[config.mk]
export PLATFORM = sky130hd
export DESIGN_NAME = bsfc_satadd
export DESIGN_NICKNAME = d
export VERILOG_FILES = /design/src/rtl/core/bsfc_satadd.sv
export SDC_FILE = /design/constraint.sdc
export NUM_CORES = 1
export LEC_CHECK = 0
export BUFFER_PORTS_ARGS = -buffer_cell sky130_fd_sc_hd__clkbuf_2
export CAP_MARGIN = 25
export CORE_ASPECT_RATIO = 0.6
export CORE_UTILIZATION = 39
export DETAILED_ROUTE_END_ITERATION = 8
export PLACE_DENSITY = 0.84
export SLEW_MARGIN = 0
export SYNTH_ARGS = -nofsm -noshare
export SYNTH_HDL_FRONTEND = slang
export SYNTH_SLANG_ARGS = --single-unit
export TNS_END_PERCENT = 20
[constraint.sdc]
create_clock -name vclk -period 8.05
set_input_delay 1.2075 -clock vclk [all_inputs]
set_output_delay 1.2075 -clock vclk [all_outputs]
set_load 0.03 [all_outputs]
[src/rtl/core/bsfc_satadd.sv]
// ----------------------------------------------------------------------------
// bsfc_satadd
// saturating unsigned add with ceiling detect
// ----------------------------------------------------------------------------
module bsfc_satadd #(
    parameter int WIDTH     = 32,
    parameter int INC_WIDTH = 1
) (
    input  logic [WIDTH-1:0]     i_value,
    input  logic [INC_WIDTH-1:0] i_inc,
    output logic [WIDTH-1:0]     o_sum,
    output logic                 o_at_top
);

    logic [WIDTH:0] sum;

    always_comb begin
        sum      = {1'b0, i_value} + (WIDTH+1)'(i_inc);
        o_sum    = sum[WIDTH] ? {WIDTH{1'b1}} : sum[WIDTH-1:0];
        o_at_top = &o_sum;
    end

endmodule

==> results.sh, run 1 <==
export IMPL_overflow=0
export IMPL_fin_crit_sh_pct=70.2
export IMPL_die_h_um=39.5
export IMPL_drive_above_1_share_pct=34.3
export IMPL_place_congestion=0.894
export IMPL_grt_pass1_wl_mm=4.64
export IMPL_cp_end_kind="primary output"
export IMPL_start_kind="primary input"
export IMPL_slowest_delay_ns=0.69
export IMPL_cp_max_fo=28
export IMPL_hold_path_depth=3
export IMPL_wl_met3_um=197
export IMPL_drt_pass1_iterations=4
export IMPL_dieArea_um2=2550
export IMPL_antenna_found_initial=0
export IMPL_fmax_ghz=0.177
export IMPL_fin_nets=247
export IMPL_area_growth_pct=38.5
export IMPL_ioPinCount=66
export IMPL_worst_slack_ns=2.40
export IMPL_max_vdd_ir_drop_mv=0.0224
export IMPL_holdPathEnd="o_sum[30]"
export IMPL_maxSlewViolCount=0
export IMPL_synth_area_um2=916
export IMPL_crit_type="in2out"
export IMPL_crit_required_ns=6.84
export IMPL_worstHoldStart="i_value[30]"
export IMPL_fin_tns_setup_ns=0
export IMPL_grt_pass1_vias=1016
export IMPL_cap_violations=0
export IMPL_synth_cells=148
export IMPL_cts_resized=0
export IMPL_fin_util_pct=57.8
export IMPL_dp_slack_ns=2.46
export IMPL_nFillCells=239
export IMPL_postSynthAreaPerCell_um2=6.19
export IMPL_hold_violations=0
export IMPL_place_area_um2=1270
export IMPL_routed_via_density=5.52
export IMPL_fin_area_um2=1270
export IMPL_num_antenna_cells=0
export IMPL_clkbuf_count=0
export IMPL_total_power_uw=64.7
export IMPL_hold_buffers=0
export IMPL_status="complete, no violations"
export IMPL_ys_warnings_count=0
export IMPL_yosysSeqAreaShare_pct=0
export IMPL_wl_met2_mm=1.18
export IMPL_placedCellCount=240
export IMPL_drt_met1_wl_mm=1.57
export IMPL_synth_nets=183
export IMPL_wire_per_inst_um=12.3
export IMPL_via_count=1325
export IMPL_io_buffers=66
export IMPL_die_x_um=64.6
export IMPL_setup_violations=0
export IMPL_arrival_ns=4.45
export IMPL_routed_wl_mm=2.95
export IMPL_stdcell_count=240
export IMPL_drc=0
export IMPL_hold_ws_ns=2.76
export IMPL_hold_path_class="in2out"
export IMPL_cpMaxStageDelayCell="nor4_2"
export IMPL_crit_chain="clkbuf_2 -> ha_1 -> ha_1 -> nand3_1 -> nor4_2 -> and4_1 -> nand2b_1 -> nand2_1 -> nand4_1 -> a211oi_2 -> clkbuf_2"
export IMPL_rows=13
export IMPL_grt_use_total_pct=23.1
export IMPL_synth_cell_types=35
export IMPL_seqCellArea_um2=0
export IMPL_initial_utilization_pct=41.7
export IMPL_postRouteAntennaNets=0
export IMPL_rsz0062_at_grt="no"
export IMPL_slew_headroom_pct=33.3
export IMPL_period_needed_ns=5.65
export IMPL_coreArea_um2=2200
export IMPL_worst_slew_pin_slew_ns=1.00
export IMPL_p_leak_nw=0.599
export IMPL_power_density_nw_per_um2=51.0
export IMPL_seq_cell_count=0
export IMPL_top_layer="met3"
export IMPL_drt_initial_drc_count=91
export IMPL_post_cts_buffers=0
export IMPL_place_hpwl_mm=2.49
export IMPL_grt_max_degree=29
cell usage in the layout, fill, tap and decap left out, types with 2 or more instances in the layout:
cell type | synthesis | layout
a21oi_1 | 4 | 4
clkbuf_2 | 0 | 66
ha_1 | 2 | 2
xnor2_1 | 9 | 9
and4_1 | 6 | 6
nor2_1 | 10 | 10
nor4_1 | 3 | 3
nand2_1 | 34 | 34
inv_1 | 2 | 2
a31oi_1 | 3 | 3
nor3_1 | 2 | 2
o21ai_0 | 2 | 2
o22ai_1 | 2 | 2
and3_1 | 4 | 4
xor2_1 | 13 | 13
nand2b_1 | 5 | 5
o21ai_1 | 2 | 2
nand3_1 | 14 | 14
nand4_1 | 11 | 11
cells in the mapped netlist, types with 4 or more instances:
cell	n	share of area, %
and4_1	6	5.7
nand2_1	34	14
nand2b_1	5	3.4
and3_1	4	2.7
xor2_1	13	12
a21oi_1	4	2.2
nand4_1	11	7.5
clkbuf_1	4	1.6
nand3_1	14	7.7
xnor2_1	9	8.6
nor2_1	10	4.1
kinds of logic after synthesis:
kind of cell	synth area share [%]
compound gates	12.7
xor+xnor	21.0
fa+ha+maj	2.73
buf+inv	2.46
mux	1.23
simple gates	59.8
worst max-delay path: cells and delay by family:
kind,cells,cell delay [ns]
AND/OR/NAND/NOR,6,2.23
adder cells (fa/ha/maj),2,0.48
buffers and inverters,2,0.32
AO/OA/AOI/OAI,1,0.21
worst max-delay path by stage:
stage	from	to	slack (ns)	cells past startpoint
2_1_floorplan	i_value[0]	o_at_top	2.91	9
3_3_place_gp	i_value[0]	o_at_top	2.67	11
3_5_place_dp	i_inc	o_at_top	2.46	11
4_1_cts	i_inc	o_at_top	2.45	11
5_1_grt	i_inc	o_at_top	2.11	11
6_report	i_inc	o_at_top	2.40	11
final cells by class:
type | instances | area [µm²] | share of cell area [%]
inverter | 2 | 7.51 | 0.592
multi-input combinational | 142 | 893 | 70.4
tap | 30 | 37.5 | 2.96
timing repair buffer | 66 | 330 | 26.0
per-layer routing:
| metal | vias up | global-route usage [%] |
|---|---|---|
| met1 | 591 | 36.3 |
| met2 | 65 | 36.1 |
| met3 | 0 | 0.291 |
| met5 | - | 0 |
| li1 | 669 | - |
| met4 | 0 | 0.556 |
power breakdown:
group	switching, mW	total (mW)	leakage (nW)	internal [mW]
sequential	0	0	0	0
combinational	0.0434	0.0647	0.599	0.0213
clock	0	0	0	0
Note: power is estimated with default switching activity, not from simulation.
==> inputs of run 2 (changes only) <==
- clock period: 8.05 -> 5.3 ns (I/O delays scaled with it)
==> run 2 against run 1 <==
Utilization increased by 0.34 points. Power rose by 53%. Hold slack worse by 0.80 ns. First-iteration DRC count down 32%. Combinational power up 53%. Critical path type unchanged. Critical endpoint unchanged.
==> results.sh, run 2 (synthesis gave the netlist of run 1 again) <==
export IMPL_status="complete, no violations"
export IMPL_drive_above_1_share_pct=34.6
export IMPL_max_vdd_ir_drop_mv=0.0498
export IMPL_drt_pass1_iterations=4
export IMPL_hold_path_depth=3
export IMPL_rows=13
export IMPL_fin_crit_sh_pct=87.9
export IMPL_power_density_nw_per_um2=77.7
export IMPL_nFillCells=221
export IMPL_die_x_um=64.6
export IMPL_area_growth_pct=39.3
export IMPL_fin_tns_setup_ns=0
export IMPL_coreArea_um2=2200
export IMPL_period_needed_ns=4.66
export IMPL_grt_pass1_vias=931
export IMPL_dp_slack_ns=0.703
export IMPL_overflow=0
export IMPL_stdcell_count=241
export IMPL_via_count=1338
export IMPL_die_h_um=39.5
export IMPL_grt_max_degree=18
export IMPL_seqCellArea_um2=0
export IMPL_hold_buffers=0
export IMPL_hold_violations=0
export IMPL_grt_pass1_wl_mm=4.47
export IMPL_fin_nets=248
export IMPL_placedCellCount=241
export IMPL_hold_path_class="in2out"
export IMPL_grt_use_total_pct=22.7
export IMPL_initial_utilization_pct=41.7
export IMPL_layout_commonest_cell="clkbuf_2"
export IMPL_io_buffers=66
export IMPL_cp_max_fo=17
export IMPL_crit_required_ns=4.51
export IMPL_slew_headroom_pct=49.7
export IMPL_place_hpwl_mm=2.57
export IMPL_p_leak_nw=0.603
export IMPL_worst_slack_ns=0.640
export IMPL_post_cts_buffers=0
export IMPL_comb_power_share_pct=100.0
export IMPL_routed_via_density=5.55
export IMPL_dieArea_um2=2550
export IMPL_place_congestion=0.911
export IMPL_routed_wl_mm=3.08
export IMPL_fin_area_um2=1280
export IMPL_p_int_uw=32.5
export IMPL_crit_type="in2out"
export IMPL_drc=0
export IMPL_fin_util_pct=58.1
export IMPL_antenna_found_initial=0
export IMPL_drt_initial_drc_count=62
export IMPL_final_cell_mix="clkbuf_2 (66), nand2_1 (34), nand3_1 (14)"
export IMPL_setup_violations=0
export IMPL_fmax_ghz=0.215
export IMPL_ioPinCount=66
export IMPL_rsz0062_at_grt="no"
export IMPL_clkPwrFrac_pct=0
export IMPL_cts_resized=0
export IMPL_place_area_um2=1280
export IMPL_maxSlewViolCount=0
export IMPL_postRouteAntennaNets=0
export IMPL_start_kind="primary input"
export IMPL_cap_violations=0
export IMPL_clkbuf_count=0
export IMPL_switching_share_pct=67.3
export IMPL_seq_cell_count=0
export IMPL_arrival_ns=3.87
export IMPL_p_seq_share_pct=0
export IMPL_worst_slew_pin_slew_ns=0.749
export IMPL_num_antenna_cells=0
export IMPL_cp_end_kind="primary output"
export IMPL_power_switching_uw=66.7
export IMPL_wire_per_inst_um=12.8
## run 2: area by class of cell
| class | instances | area (µm²) | share of cell area, % |
|---|---|---|---|
| Inverter | 2 | 7.51 | 0.588 |
| Multi-Input combinational cell | 142 | 893 | 70.0 |
| Tap cell | 30 | 37.5 | 2.94 |
| Timing Repair Buffer | 67 | 338 | 26.5 |
## run 2: final timing paths
kind | start | endpoint | slack, ns
worst max-delay path | i_value[0] | o_at_top | 0.64
worst min-delay path | i_value[30] | o_sum[30] | 1.96
## run 2: routing by layer
| layer | up-vias | global-route usage [%] | wire length [µm] |
|---|---|---|---|
| met5 | - | 0 | 0 |
| met4 | 0 | 1.11 | 8 |
| met3 | 2 | 1.16 | 281 |
| met2 | 76 | 32.4 | 1210 |
| met1 | 587 | 37.0 | 1570 |
| li1 | 673 | - | - |
## run 2: worst max-delay path, cell delays in order
cell and delay, ns:
clkbuf_2 0.08, ha_1 0.21, ha_1 0.27, nand3_1 0.22, nor4_2 0.72, and4_1 0.35
nand2b_1 0.27, buf_4 0.30, o21ai_1 0.12, nand4_1 0.13, a211oi_2 0.15, clkbuf_2 0.23
## run 2: power groups by stage
stage               Sequential [mW]  Combinational (mW)  Clock [mW]
CTS                               0              0.0983           0
global route                      0               0.106           0
floorplan                         0              0.0574           0
global placement                  0              0.0976           0
finish                            0              0.0991           0
detailed placement                0              0.0979           0
## run 2: per-stage QoR
| step | hold WS [ns] | power [mW] |
|---|---|---|
| 4_1_cts | 1.95 | 0.0983 |
| 2_1_floorplan | 1.78 | 0.0574 |
| 3_3_place_gp | 1.94 | 0.0976 |
| 3_5_place_dp | 1.95 | 0.0979 |
| 6_report | 1.96 | 0.0991 |
| 5_1_grt | 1.97 | 0.106 |
